==> src/rtl/exlex_pkg.sv <==
// Shared types, token codes and helper functions for the expression lexer.
package exlex_pkg;

    // Default build parameters.
    localparam int FRAC_DIGITS_DEF   = 5;
    localparam int POSITION_BITS_DEF = 24;
    localparam int QUEUE_DEPTH_DEF   = 4;

    // Fixed field widths of the token channel.
    localparam int TEXT_W  = 24;
    localparam int LEN_W   = 16;
    localparam int LINE_W  = 16;
    localparam int INT_W   = 32;
    localparam int FRAC_W  = 16;
    localparam int VALUE_W = INT_W + FRAC_W;
    localparam int KIND_W  = 4;

    // Decimal fraction digits are held in binary, at most nine digits.
    localparam int FV_W   = 30;
    localparam int FDIG_W = 4;

    // Fraction conversion: four quotient bits per cycle.
    localparam int DIV_STEPS  = 4;
    localparam int DIV_CYCLES = FRAC_W / DIV_STEPS;
    localparam int DIVC_W     = $clog2(DIV_CYCLES + 1);

    // Token kinds.
    localparam logic [KIND_W-1:0] K_MUL    = 4'd0;
    localparam logic [KIND_W-1:0] K_PLUS   = 4'd1;
    localparam logic [KIND_W-1:0] K_MINUS  = 4'd2;
    localparam logic [KIND_W-1:0] K_DIV    = 4'd3;
    localparam logic [KIND_W-1:0] K_LPAREN = 4'd4;
    localparam logic [KIND_W-1:0] K_RPAREN = 4'd5;
    localparam logic [KIND_W-1:0] K_EQUAL  = 4'd6;
    localparam logic [KIND_W-1:0] K_COMMA  = 4'd7;
    localparam logic [KIND_W-1:0] K_NUMBER = 4'd8;
    localparam logic [KIND_W-1:0] K_IDENT  = 4'd9;
    localparam logic [KIND_W-1:0] K_DEBUG  = 4'd10;
    localparam logic [KIND_W-1:0] K_END    = 4'd11;
    localparam logic [KIND_W-1:0] K_EMPTY  = 4'd12;

    // Keyword "@debug".
    localparam logic [2:0] KW_LEN = 3'd6;

    typedef enum logic [2:0] {
        MODE_IDLE    = 3'd0,
        MODE_INT     = 3'd1,
        MODE_FRAC    = 3'd2,
        MODE_IDENT   = 3'd3,
        MODE_COMMENT = 3'd4
    } mode_t;

    typedef struct packed {
        logic              hit;
        logic [KIND_W-1:0] kind;
    } op_t;

    // Tokens caused by one source byte: a finished pending token, a token of
    // this byte alone, and the end token, in that order.
    typedef struct packed {
        logic              s1_v;
        logic [KIND_W-1:0] s1_kind;
        logic [INT_W-1:0]  s1_int;
        logic [FV_W-1:0]   s1_frac;
        logic [FDIG_W-1:0] s1_fdig;
        logic [TEXT_W-1:0] s1_start;
        logic [LEN_W-1:0]  s1_len;
        logic              s2_v;
        logic [KIND_W-1:0] s2_kind;
        logic [3:0]        s2_digit;
        logic [TEXT_W-1:0] s2_start;
        logic              s3_v;
        logic [KIND_W-1:0] s3_kind;
        logic [TEXT_W-1:0] s3_start;
        logic [LINE_W-1:0] s3_line;
        logic [LINE_W-1:0] line;
    } rec_t;

    function automatic logic [15:0] sat_inc16(input logic [15:0] v);
        sat_inc16 = (v == 16'hFFFF) ? v : v + 16'd1;
    endfunction

    function automatic logic [7:0] kw_char(input logic [2:0] idx);
        logic [7:0] c;
        unique case (idx)
            3'd0:    c = "@";
            3'd1:    c = "d";
            3'd2:    c = "e";
            3'd3:    c = "b";
            3'd4:    c = "u";
            3'd5:    c = "g";
            default: c = 8'd0;
        endcase
        kw_char = c;
    endfunction

    function automatic op_t op_lookup(input logic [7:0] c);
        op_t r;
        r.hit = 1'b1;
        unique case (c)
            "*":     r.kind = K_MUL;
            "+":     r.kind = K_PLUS;
            "-":     r.kind = K_MINUS;
            "/":     r.kind = K_DIV;
            "(":     r.kind = K_LPAREN;
            ")":     r.kind = K_RPAREN;
            "=":     r.kind = K_EQUAL;
            ",":     r.kind = K_COMMA;
            default:
            begin
                r.hit  = 1'b0;
                r.kind = K_MUL;
            end
        endcase
        op_lookup = r;
    endfunction

    function automatic logic [FV_W-1:0] pow10(input logic [FDIG_W-1:0] d);
        logic [FV_W-1:0] p;
        unique case (d)
            4'd0:    p = 30'd1;
            4'd1:    p = 30'd10;
            4'd2:    p = 30'd100;
            4'd3:    p = 30'd1000;
            4'd4:    p = 30'd10000;
            4'd5:    p = 30'd100000;
            4'd6:    p = 30'd1000000;
            4'd7:    p = 30'd10000000;
            4'd8:    p = 30'd100000000;
            default: p = 30'd1000000000;
        endcase
        pow10 = p;
    endfunction

endpackage

==> src/rtl/exlex_front.sv <==
// Scanner front end: takes one source byte per beat and builds token records.
module exlex_front import exlex_pkg::*; #(
    parameter int FRAC_DIGITS   = FRAC_DIGITS_DEF,
    parameter int POSITION_BITS = POSITION_BITS_DEF
) (
    input  logic       clk,
    input  logic       rst_n,
    input  logic       in_valid,
    output logic       in_ready,
    input  logic [7:0] byte_in,
    input  logic       is_last,
    input  logic       empty_input,
    output logic       push_valid,
    input  logic       push_ready,
    output rec_t       push_data
);

    mode_t                    mode_reg, mode_next;
    logic [INT_W-1:0]         acc_reg, acc_next;
    logic [FV_W-1:0]          frac_reg, frac_next;
    logic [FDIG_W-1:0]        fdig_reg, fdig_next;
    logic [POSITION_BITS-1:0] tstart_reg, tstart_next;
    logic [LEN_W-1:0]         tlen_reg, tlen_next;
    logic [LINE_W-1:0]        line_reg, line_next;
    logic [POSITION_BITS-1:0] pos_reg, pos_next;
    logic [2:0]               kw_idx_reg, kw_idx_next;
    logic                     kw_ok_reg, kw_ok_next;
    logic                     seen_reg, seen_next;

    logic       accept;
    logic       brk;
    logic       newtok;
    logic       is_dig, is_alpha, is_id_start, is_id_char;
    logic [3:0] digit;
    op_t        op;
    logic [INT_W+3:0] acc_wide;
    logic [FV_W+3:0]  frac_wide;
    logic [INT_W-1:0] acc_step;
    rec_t       rec;

    assign accept   = in_valid && in_ready;
    assign in_ready = push_ready;

    // Character classes.
    assign digit       = byte_in[3:0];
    assign is_dig      = (byte_in >= "0") && (byte_in <= "9");
    assign is_alpha    = ((byte_in >= "a") && (byte_in <= "z")) ||
                         ((byte_in >= "A") && (byte_in <= "Z"));
    assign is_id_start = is_alpha || (byte_in == "_") || (byte_in == "@");
    assign is_id_char  = is_id_start || is_dig;
    assign op          = op_lookup(byte_in);

    // Decimal accumulation by shift and add; the integer part saturates.
    assign acc_wide  = (INT_W+4)'({acc_reg, 3'b000}) + (INT_W+4)'({acc_reg, 1'b0})
                     + (INT_W+4)'(digit);
    assign acc_step  = (acc_wide[INT_W+3:INT_W] != 4'd0) ? '1 : acc_wide[INT_W-1:0];
    assign frac_wide = (FV_W+4)'({frac_reg, 3'b000}) + (FV_W+4)'({frac_reg, 1'b0})
                     + (FV_W+4)'(digit);

    // Scanner next state and token record.
    always_comb
    begin
        mode_next   = mode_reg;
        acc_next    = acc_reg;
        frac_next   = frac_reg;
        fdig_next   = fdig_reg;
        tstart_next = tstart_reg;
        tlen_next   = tlen_reg;
        line_next   = line_reg;
        pos_next    = pos_reg;
        kw_idx_next = kw_idx_reg;
        kw_ok_next  = kw_ok_reg;
        seen_next   = seen_reg;
        brk         = 1'b0;
        newtok      = 1'b0;
        rec         = '0;
        rec.line    = line_reg;

        if (empty_input && !seen_reg)
        begin
            rec.s3_v     = 1'b1;
            rec.s3_kind  = K_EMPTY;
            rec.s3_start = '0;
            rec.s3_line  = 16'd1;
        end
        else
        begin
            if (!empty_input)
            begin
                pos_next  = pos_reg + 1'b1;
                seen_next = 1'b1;

                // Continue the pending token or find that it ends here.
                unique case (mode_reg)
                    MODE_INT:
                    begin
                        if (is_dig)
                        begin
                            acc_next  = acc_step;
                            tlen_next = sat_inc16(tlen_reg);
                        end
                        else if (byte_in == ".")
                        begin
                            mode_next = MODE_FRAC;
                            tlen_next = sat_inc16(tlen_reg);
                        end
                        else
                        begin
                            brk = 1'b1;
                        end
                    end
                    MODE_FRAC:
                    begin
                        if (is_dig)
                        begin
                            if (fdig_reg < FDIG_W'(FRAC_DIGITS))
                            begin
                                frac_next = frac_wide[FV_W-1:0];
                                fdig_next = fdig_reg + 1'b1;
                            end
                            tlen_next = sat_inc16(tlen_reg);
                        end
                        else
                        begin
                            brk = 1'b1;
                        end
                    end
                    MODE_IDENT:
                    begin
                        if (is_id_char)
                        begin
                            if (kw_idx_reg < KW_LEN)
                            begin
                                if (byte_in != kw_char(kw_idx_reg))
                                begin
                                    kw_ok_next = 1'b0;
                                end
                                kw_idx_next = kw_idx_reg + 1'b1;
                            end
                            else
                            begin
                                kw_ok_next = 1'b0;
                            end
                            tlen_next = sat_inc16(tlen_reg);
                        end
                        else
                        begin
                            brk = 1'b1;
                        end
                    end
                    MODE_COMMENT:
                    begin
                        if (byte_in == 8'h0A)
                        begin
                            mode_next = MODE_IDLE;
                            line_next = sat_inc16(line_reg);
                        end
                    end
                    default:
                    begin
                        mode_next = MODE_IDLE;
                    end
                endcase

                // The pending token is finished by this byte.
                if (brk)
                begin
                    rec.s1_v     = 1'b1;
                    rec.s1_kind  = (mode_reg == MODE_IDENT) ?
                                   ((kw_ok_reg && kw_idx_reg == KW_LEN) ? K_DEBUG : K_IDENT) :
                                   K_NUMBER;
                    rec.s1_int   = acc_reg;
                    rec.s1_frac  = frac_reg;
                    rec.s1_fdig  = fdig_reg;
                    rec.s1_start = TEXT_W'(tstart_reg);
                    rec.s1_len   = tlen_reg;
                    mode_next    = MODE_IDLE;
                end

                // Classify the byte from the idle state.
                if (mode_reg == MODE_IDLE || brk)
                begin
                    if (op.hit)
                    begin
                        rec.s2_v     = 1'b1;
                        rec.s2_kind  = op.kind;
                        rec.s2_start = TEXT_W'(pos_reg);
                    end
                    else if (byte_in == 8'h0A)
                    begin
                        line_next = sat_inc16(line_reg);
                    end
                    else if (byte_in == "#")
                    begin
                        mode_next = MODE_COMMENT;
                    end
                    else if (is_dig)
                    begin
                        newtok      = 1'b1;
                        mode_next   = MODE_INT;
                        acc_next    = INT_W'(digit);
                        frac_next   = '0;
                        fdig_next   = '0;
                        tstart_next = pos_reg;
                        tlen_next   = 16'd1;
                    end
                    else if (is_id_start)
                    begin
                        newtok      = 1'b1;
                        mode_next   = MODE_IDENT;
                        tstart_next = pos_reg;
                        tlen_next   = 16'd1;
                        kw_ok_next  = (byte_in == "@");
                        kw_idx_next = 3'd1;
                    end
                end
            end

            // End of source: flush the pending token and close with an end token.
            if (is_last || empty_input)
            begin
                if (newtok)
                begin
                    rec.s2_v     = 1'b1;
                    rec.s2_kind  = (mode_next == MODE_INT) ? K_NUMBER : K_IDENT;
                    rec.s2_digit = digit;
                    rec.s2_start = TEXT_W'(pos_reg);
                end
                else if (mode_next == MODE_INT || mode_next == MODE_FRAC ||
                         mode_next == MODE_IDENT)
                begin
                    rec.s1_v     = 1'b1;
                    rec.s1_kind  = (mode_next == MODE_IDENT) ?
                                   ((kw_ok_next && kw_idx_next == KW_LEN) ? K_DEBUG : K_IDENT) :
                                   K_NUMBER;
                    rec.s1_int   = acc_next;
                    rec.s1_frac  = frac_next;
                    rec.s1_fdig  = fdig_next;
                    rec.s1_start = TEXT_W'(tstart_next);
                    rec.s1_len   = tlen_next;
                end
                rec.s3_v     = 1'b1;
                rec.s3_kind  = K_END;
                rec.s3_start = TEXT_W'(pos_next);
                rec.s3_line  = line_next;
            end
        end

        // Back to the reset state after an end or empty token.
        if (empty_input || is_last)
        begin
            mode_next   = MODE_IDLE;
            acc_next    = '0;
            frac_next   = '0;
            fdig_next   = '0;
            tstart_next = '0;
            tlen_next   = '0;
            line_next   = 16'd1;
            pos_next    = '0;
            kw_idx_next = '0;
            kw_ok_next  = 1'b1;
            seen_next   = 1'b0;
        end
    end

    assign push_valid = accept && (rec.s1_v || rec.s2_v || rec.s3_v);
    assign push_data  = rec;

    // Scanner state registers.
    always_ff @(posedge clk or negedge rst_n)
    begin
        if (!rst_n)
        begin
            mode_reg   <= MODE_IDLE;
            acc_reg    <= '0;
            frac_reg   <= '0;
            fdig_reg   <= '0;
            tstart_reg <= '0;
            tlen_reg   <= '0;
            line_reg   <= 16'd1;
            pos_reg    <= '0;
            kw_idx_reg <= '0;
            kw_ok_reg  <= 1'b1;
            seen_reg   <= 1'b0;
        end
        else if (accept)
        begin
            mode_reg   <= mode_next;
            acc_reg    <= acc_next;
            frac_reg   <= frac_next;
            fdig_reg   <= fdig_next;
            tstart_reg <= tstart_next;
            tlen_reg   <= tlen_next;
            line_reg   <= line_next;
            pos_reg    <= pos_next;
            kw_idx_reg <= kw_idx_next;
            kw_ok_reg  <= kw_ok_next;
            seen_reg   <= seen_next;
        end
    end

endmodule

==> src/rtl/exlex_queue.sv <==
// Short record queue between the scanner and the token emitter.
module exlex_queue import exlex_pkg::*; #(
    parameter int DEPTH = QUEUE_DEPTH_DEF
) (
    input  logic clk,
    input  logic rst_n,
    input  logic push_valid,
    output logic push_ready,
    input  rec_t push_data,
    output logic pop_valid,
    input  logic pop_ready,
    output rec_t pop_data
);

    localparam int PTR_W = (DEPTH > 1) ? $clog2(DEPTH) : 1;
    localparam int CNT_W = $clog2(DEPTH + 1);

    rec_t             mem_reg [DEPTH];
    logic [PTR_W-1:0] wr_ptr_reg, wr_ptr_next;
    logic [PTR_W-1:0] rd_ptr_reg, rd_ptr_next;
    logic [CNT_W-1:0] count_reg, count_next;
    logic             do_push, do_pop;

    assign push_ready = (count_reg != CNT_W'(DEPTH));
    assign pop_valid  = (count_reg != '0);
    assign pop_data   = mem_reg[rd_ptr_reg];
    assign do_push    = push_valid && push_ready;
    assign do_pop     = pop_valid && pop_ready;

    // Pointer wrap and fill count.
    always_comb
    begin
        wr_ptr_next = wr_ptr_reg;
        rd_ptr_next = rd_ptr_reg;
        count_next  = count_reg;
        if (do_push)
        begin
            wr_ptr_next = (wr_ptr_reg == PTR_W'(DEPTH - 1)) ? '0 : wr_ptr_reg + 1'b1;
        end
        if (do_pop)
        begin
            rd_ptr_next = (rd_ptr_reg == PTR_W'(DEPTH - 1)) ? '0 : rd_ptr_reg + 1'b1;
        end
        if (do_push && !do_pop)
        begin
            count_next = count_reg + 1'b1;
        end
        else if (do_pop && !do_push)
        begin
            count_next = count_reg - 1'b1;
        end
    end

    always_ff @(posedge clk or negedge rst_n)
    begin
        if (!rst_n)
        begin
            wr_ptr_reg <= '0;
            rd_ptr_reg <= '0;
            count_reg  <= '0;
        end
        else
        begin
            wr_ptr_reg <= wr_ptr_next;
            rd_ptr_reg <= rd_ptr_next;
            count_reg  <= count_next;
        end
    end

    // Storage needs no reset.
    always_ff @(posedge clk)
    begin
        if (do_push)
        begin
            mem_reg[wr_ptr_reg] <= push_data;
        end
    end

endmodule

==> src/rtl/exlex_back.sv <==
// Token emitter: converts fractions and sends the tokens of each record in order.
module exlex_back import exlex_pkg::*; (
    input  logic                clk,
    input  logic                rst_n,
    input  logic                pop_valid,
    output logic                pop_ready,
    input  rec_t                pop_data,
    output logic                out_valid,
    input  logic                out_ready,
    output logic [KIND_W-1:0]   token_kind,
    output logic [VALUE_W-1:0]  number_value,
    output logic [TEXT_W-1:0]   text_start,
    output logic [LEN_W-1:0]    text_length,
    output logic [LINE_W-1:0]   line_number,
    output logic                last_result
);

    rec_t              cur_reg;
    logic [2:0]        pend_reg, pend_next;
    logic [DIVC_W-1:0] divc_reg, divc_next;
    logic [FV_W-1:0]   rem_reg, rem_next;
    logic [FRAC_W-1:0] quo_reg, quo_next;

    logic               out_valid_reg;
    logic [KIND_W-1:0]  kind_reg, kind_next;
    logic [VALUE_W-1:0] value_reg, value_next;
    logic [TEXT_W-1:0]  start_reg, start_next;
    logic [LEN_W-1:0]   len_reg, len_next;
    logic [LINE_W-1:0]  line_reg, line_next;
    logic               lastr_reg, lastr_next;

    logic              out_free;
    logic              emit;
    logic              done;
    logic              load;
    logic [2:0]        pend_after;
    logic [FV_W-1:0]   divisor;
    logic [FV_W:0]     div_r;
    logic [FRAC_W-1:0] div_q;

    assign out_free = !out_valid_reg || out_ready;
    assign divisor  = pow10(cur_reg.s1_fdig);

    // Token slot selection and output register contents.
    always_comb
    begin
        emit       = 1'b0;
        pend_after = pend_reg;
        kind_next  = cur_reg.s3_kind;
        value_next = '0;
        start_next = cur_reg.s3_start;
        len_next   = '0;
        line_next  = cur_reg.s3_line;
        priority if (pend_reg[0])
        begin
            emit          = (divc_reg == '0);
            pend_after[0] = 1'b0;
            kind_next     = cur_reg.s1_kind;
            value_next    = (cur_reg.s1_kind == K_NUMBER) ? {cur_reg.s1_int, quo_reg} : '0;
            start_next    = cur_reg.s1_start;
            len_next      = cur_reg.s1_len;
            line_next     = cur_reg.line;
        end
        else if (pend_reg[1])
        begin
            emit          = 1'b1;
            pend_after[1] = 1'b0;
            kind_next     = cur_reg.s2_kind;
            value_next    = (cur_reg.s2_kind == K_NUMBER) ?
                            {(INT_W-4)'(0), cur_reg.s2_digit, FRAC_W'(0)} : '0;
            start_next    = cur_reg.s2_start;
            len_next      = 16'd1;
            line_next     = cur_reg.line;
        end
        else if (pend_reg[2])
        begin
            emit          = 1'b1;
            pend_after[2] = 1'b0;
        end
        else
        begin
            emit = 1'b0;
        end
        emit       = emit && out_free;
        lastr_next = (pend_after == 3'b000);
    end

    assign done      = emit && (pend_after == 3'b000);
    assign pop_ready = (pend_reg == 3'b000) || done;
    assign load      = pop_valid && pop_ready;

    // Fraction conversion: restoring division, four quotient bits per cycle.
    always_comb
    begin
        div_r = {1'b0, rem_reg};
        div_q = quo_reg;
        for (int i = 0; i < DIV_STEPS; i++)
        begin
            div_r = {div_r[FV_W-1:0], 1'b0};
            if (div_r >= {1'b0, divisor})
            begin
                div_r = div_r - {1'b0, divisor};
                div_q = {div_q[FRAC_W-2:0], 1'b1};
            end
            else
            begin
                div_q = {div_q[FRAC_W-2:0], 1'b0};
            end
        end
    end

    // Record bookkeeping.
    always_comb
    begin
        pend_next = pend_reg;
        divc_next = divc_reg;
        rem_next  = rem_reg;
        quo_next  = quo_reg;
        if (divc_reg != '0)
        begin
            divc_next = divc_reg - 1'b1;
            rem_next  = div_r[FV_W-1:0];
            quo_next  = div_q;
        end
        if (emit)
        begin
            pend_next = pend_after;
        end
        if (load)
        begin
            pend_next = {pop_data.s3_v, pop_data.s2_v, pop_data.s1_v};
            rem_next  = pop_data.s1_frac;
            quo_next  = '0;
            divc_next = (pop_data.s1_v && pop_data.s1_kind == K_NUMBER &&
                         pop_data.s1_fdig != '0) ? DIVC_W'(DIV_CYCLES) : '0;
        end
    end

    always_ff @(posedge clk or negedge rst_n)
    begin
        if (!rst_n)
        begin
            pend_reg      <= '0;
            divc_reg      <= '0;
            out_valid_reg <= 1'b0;
        end
        else
        begin
            pend_reg <= pend_next;
            divc_reg <= divc_next;
            if (out_free)
            begin
                out_valid_reg <= emit;
            end
        end
    end

    // Payload registers.
    always_ff @(posedge clk)
    begin
        rem_reg <= rem_next;
        quo_reg <= quo_next;
        if (load)
        begin
            cur_reg <= pop_data;
        end
        if (emit)
        begin
            kind_reg  <= kind_next;
            value_reg <= value_next;
            start_reg <= start_next;
            len_reg   <= len_next;
            line_reg  <= line_next;
            lastr_reg <= lastr_next;
        end
    end

    assign out_valid    = out_valid_reg;
    assign token_kind   = kind_reg;
    assign number_value = value_reg;
    assign text_start   = start_reg;
    assign text_length  = len_reg;
    assign line_number  = line_reg;
    assign last_result  = lastr_reg;

endmodule

==> src/rtl/expression_lexer.sv <==
// Expression lexer top level: scanner, record queue and token emitter.
//
// Source bytes enter on the input channel (in_valid/in_ready), one byte per
// beat with is_last marking the final byte; empty_input closes a source that
// carries no further byte, and on a source with no bytes at all it gives a
// single empty error token. Tokens leave on the output channel
// (out_valid/out_ready), one token per beat, last_result set on the final
// token caused by an input byte.
// Throughput: one input byte per cycle while the queue has room. The scanner
// classifies a byte combinationally and writes all tokens it causes (up to
// three) as one record into a QUEUE_DEPTH entry queue. The emitter sends one
// token per cycle while the receiver takes them; a number with fraction digits
// first waits in the restoring divider that forms its 16 fraction bits, which
// sets the rate on number-heavy source. A token passes through the queue and
// the emitter's record register before it reaches the output register.
// Reset clears the scanner to line 1, offset 0 and empties the queue and the
// output register. When the receiver stalls, the output register holds, the
// queue fills, and in_ready drops once the queue is full.
module expression_lexer import exlex_pkg::*; #(
    parameter int FRAC_DIGITS   = FRAC_DIGITS_DEF,
    parameter int POSITION_BITS = POSITION_BITS_DEF,
    parameter int QUEUE_DEPTH   = QUEUE_DEPTH_DEF
) (
    input  logic                clk,
    input  logic                rst_n,
    input  logic                in_valid,
    output logic                in_ready,
    input  logic [7:0]          byte_in,
    input  logic                is_last,
    input  logic                empty_input,
    output logic                out_valid,
    input  logic                out_ready,
    output logic [KIND_W-1:0]   token_kind,
    output logic [VALUE_W-1:0]  number_value,
    output logic [TEXT_W-1:0]   text_start,
    output logic [LEN_W-1:0]    text_length,
    output logic [LINE_W-1:0]   line_number,
    output logic                last_result
);

    logic push_valid, push_ready;
    logic pop_valid, pop_ready;
    rec_t push_data, pop_data;

    exlex_front #(
        .FRAC_DIGITS   (FRAC_DIGITS),
        .POSITION_BITS (POSITION_BITS)
    ) u_front (
        .clk         (clk),
        .rst_n       (rst_n),
        .in_valid    (in_valid),
        .in_ready    (in_ready),
        .byte_in     (byte_in),
        .is_last     (is_last),
        .empty_input (empty_input),
        .push_valid  (push_valid),
        .push_ready  (push_ready),
        .push_data   (push_data)
    );

    exlex_queue #(
        .DEPTH (QUEUE_DEPTH)
    ) u_queue (
        .clk        (clk),
        .rst_n      (rst_n),
        .push_valid (push_valid),
        .push_ready (push_ready),
        .push_data  (push_data),
        .pop_valid  (pop_valid),
        .pop_ready  (pop_ready),
        .pop_data   (pop_data)
    );

    exlex_back u_back (
        .clk          (clk),
        .rst_n        (rst_n),
        .pop_valid    (pop_valid),
        .pop_ready    (pop_ready),
        .pop_data     (pop_data),
        .out_valid    (out_valid),
        .out_ready    (out_ready),
        .token_kind   (token_kind),
        .number_value (number_value),
        .text_start   (text_start),
        .text_length  (text_length),
        .line_number  (line_number),
        .last_result  (last_result)
    );

`ifndef SYNTHESIS
    // The scanner never writes a record into a full queue.
    assert property (@(posedge clk) disable iff (!rst_n) push_valid |-> push_ready)
        else $error("record pushed into full queue");

    // End and empty error tokens always close the tokens of their byte.
    assert property (@(posedge clk) disable iff (!rst_n)
        out_valid && (token_kind == K_END || token_kind == K_EMPTY)
        |-> last_result && text_length == '0)
        else $error("end token not last or has text");

    // Only number tokens carry a value.
    assert property (@(posedge clk) disable iff (!rst_n)
        out_valid && token_kind != K_NUMBER |-> number_value == '0)
        else $error("value on non-number token");

    // An empty error token reports the first line at offset zero.
    assert property (@(posedge clk) disable iff (!rst_n)
        out_valid && token_kind == K_EMPTY |-> line_number == 16'd1 && text_start == '0)
        else $error("empty error token with position");
`endif

endmodule
==> config.mk <==
export PLATFORM = sky130hd
export DESIGN_NAME = expression_lexer
export DESIGN_NICKNAME = d
export VERILOG_FILES = /design/src/rtl/exlex_pkg.sv /design/src/rtl/exlex_front.sv /design/src/rtl/exlex_queue.sv /design/src/rtl/exlex_back.sv /design/src/rtl/expression_lexer.sv
export SDC_FILE = /design/constraint.sdc
export NUM_CORES = 2
export LEC_CHECK = 0
export ABC_AREA = 1
export BUFFER_PORTS_ARGS = -buffer_cell sky130_fd_sc_hd__buf_2
export CAP_MARGIN = 20
export CELL_PAD_IN_SITES_DETAIL_PLACEMENT = 1
export CELL_PAD_IN_SITES_GLOBAL_PLACEMENT = 2
export CORE_MARGIN = 4
export CORE_UTILIZATION = 41
export DETAILED_ROUTE_END_ITERATION = 8
export PLACE_DENSITY = 0.78
export SLEW_MARGIN = 10
export SYNTH_ARGS = -nofsm -noshare
export SYNTH_HDL_FRONTEND = slang
export SYNTH_SLANG_ARGS = --single-unit
==> constraint.sdc <==
create_clock -name clk -period 13.6 [get_ports clk]
set_clock_uncertainty 0.1 [all_clocks]
set_input_delay 0.68 -clock clk [delete_from_list [all_inputs] [get_ports clk]]
set_output_delay 0.68 -clock clk [all_outputs]
set_load 0.1 [all_outputs]
==> impl_metrics.csv <==
group,metric,value,unit
grt,grt_max_degree,214,
worst_setup_path,crit_type,"reg -> reg",
floorplan,num_rows,149,
yosys,synth_edf_count,1113,
timing,setup_viol,0,
cts,cts_root_buffer,"clkbuf_16",
detailed_routing,vias,54500,
timing,layout_min_cycle_time,11080,ps
placed_design,gp_congestion,0.915,
worst_setup_path,path_common_cell,"nand2_1",
cts,cts_sinks,1320,
worst_hold_path,hp-class,"in -> reg",
worst_setup_path,worst_setup_path_end_kind,"register",
timing,final_max_slew_viol_count,0,
yosys,postSynth.asyncResetShare,12.7,%
worst_setup_path,startpoint,"u_back.divisor[26]$_SDFF_PN0_",
detailed_routing,drc,0,
detailed_routing,drtIter0Drc,4079,
cts,cts_resized,0,
finish,drive_gt1_share,6.58,%
finish,layout_common_cells,"nand2_1 (1,734), edfxtp_1 (1,113), o21ai_0 (830)",
worst_setup_path,r2r_start,"u_back.divisor[26]$_SDFF_PN0_",
placed_design,place_ws,2590,ps
cts,clockBufferDepth,3,
detailed_routing,vias_per_cell,5.55,
cts,cts_tree,"done",
detailed_routing,firstDrtPassIters,5,
timing,fin_crit_sh,81.5,%
placed_design,io_buffers,124,
timing,worst_slack,2520,ps
status,status,"finished, final reports clean",
finish,final_common_cell,"nand2_1",
grt,grt_pass1_wl,352000,µm
worst_setup_path,critPathMaxStageDelay,660,ps
finish,nNetsFinal,7785,
cts,clk_pin_slew,60,ps
floorplan,start_util,41.4,%
floorplan,core,166000,µm²
cts,htreeDepth,4,
cts,cts_setup_buffers,0,
cts,postCtsHoldBufs,1,
yosys,ys_types,70,
worst_setup_path,start_kind,"register",
detailed_routing,wirelength,232000,µm
detailed_routing,wl_per_cell,23.6,µm
finish,fin_area,76300,µm²
worst_setup_path,crit_path_max_fanout,55,
yosys,ys_seq_elements,1320,
worst_setup_path,slowest_stage,"nand3_2",
detailed_routing,ant_nets,0,
timing,clock.fmax,0.0902,GHz
grt,overflow,0,
yosys,syn_avg_cell_area,9.17,µm²
worst_setup_path,worstPathArrival,11490,ps
timing,max_slew_margin,22.5,%
finish,n_fill_cell,18800,
yosys,ys_warn_count,0,
yosys,synth-seq-area-share,56.0,%
placed_design,dpl_cell_area,71400,µm²
yosys,syn_nets,7761,
timing,tightest_slew,1160,ps
worst_setup_path,cp_data_required_time,14010,ps
grt,grt_pass1_vias,56300,
timing,rsz0062_at_grt,"false",
grt,antenna_found_initial,8,
floorplan,die-area,174000,µm²
worst_hold_path,hp-start,"out_ready",
timing,hold_viol,0,
floorplan,die_w,417,µm
floorplan,io_pins,125,
placed_design,dp_hpwl,154000,µm
grt,grtUsageTotal,26.3,%
yosys,synth-main-ff-cell,"edfxtp_1",
yosys,syn_inst,7482,
cts,clkLatencyLatePin,790,ps
finish,largest_reg_flops,804,
run,maxCapViolations,0,
floorplan,dieHeight,417,µm
timing,fin_tns_setup,0,ps
finish,area_growth_syn_to_layout,11.2,%
yosys,syn_area,68600,µm²
cts,cts_buffers,146,
-- per-layer routing --
| layer | track usage [%] | part of all wire [%] | wire length, µm |
|---|---|---|---|
| met4 | 8.18 | 3.1 | 7200 |
| met2 | 45.2 | 49 | 113000 |
| met5 | 0 | 0.0056 | 13 |
| met3 | 2.97 | 3.9 | 9100 |
| met1 | 35.0 | 44 | 102000 |
-- cells by family (layout without fill, tap and decap cells) --
logic type               after synthesis  in the layout  share of synthesized area (%)
AO/OA/AOI/OAI                       1554           1554                           12.6
other                                  0              2                              0
XOR/XNOR                             161            161                           2.05
AND/OR/NAND/NOR                     3093           3093                           18.3
multiplexers                           4              4                         0.0583
adder cells (fa/ha/maj)              265            265                           4.90
buffers and inverters               1085           1230                           6.15
flip-flops                          1320           1320                           56.0
-- cells in the mapped netlist (41+ instances only) --
cell type | n | area, µm²
nor2_1 | 821 | 3080
nand4_1 | 41 | 257
a21oi_1 | 238 | 1190
edfxtp_1 | 1113 | 33400
inv_1 | 748 | 2810
xnor2_1 | 73 | 639
o22ai_1 | 283 | 1770
xor2_1 | 88 | 771
ha_1 | 259 | 3240
nor3_1 | 72 | 360
o21ai_0 | 830 | 4150
dfrtp_1 | 166 | 4150
nand2_1 | 1736 | 6520
clkbuf_1 | 245 | 920
nand3_1 | 339 | 1700
-- metrics by stage --
step | cells | hold slack [ps] | util [%]
3_3_place_gp | 9544 | 364 | 43.1
4_1_cts | 9814 | 219 | 46.0
3_5_place_dp | 9544 | 372 | 43.1
5_1_grt | 9818 | 251 | 46.1
2_1_floorplan | 7482 | 284 | -
6_report | 9818 | 266 | 46.1
-- cell type report --
| class | instances | area [µm²] | area share, % |
|---|---|---|---|
| clock buffers | 203 | 4080 | 5.35 |
| flip-flops and latches | 1320 | 38400 | 50.3 |
| diodes | 2 | 5.00 | 0.00656 |
| inverters | 764 | 2900 | 3.80 |
| well taps | 2189 | 2740 | 3.59 |
| repair buffers | 197 | 1250 | 1.64 |
| clock inverters | 66 | 821 | 1.08 |
| multi-input cells | 5077 | 26100 | 34.2 |
-- critical path: cells and delay by family, from the launching register on --
family | cells | cell delay, ps
simple gates | 33 | 4300
compound gates | 11 | 3260
fa+ha+maj | 4 | 1420
buf+inv | 8 | 1370
flops | 1 | 290
-- final timing paths --
path                                                       to  slack [ps]  depth (start not counted)
max                              u_back.rem_reg[27]$_DFFE_PP_        2520                         56
min                              u_back.out_valid$_DFFE_PN0N_         270                          4
min in group asynchronous  u_front.tstart_reg[18]$_DFFE_PN0P_         450                          2
max reg2reg                      u_back.rem_reg[27]$_DFFE_PP_        2520                         56
max in group asynchronous   u_queue.rd_ptr_reg[0]$_DFFE_PN0P_       10830                          4
min reg2reg                   u_back.quo_reg[12]$_SDFFE_PP0N_         380                          2
Power is not shown: default switching activity piles up to over one toggle a cycle in this logic, so the estimate is an artifact.
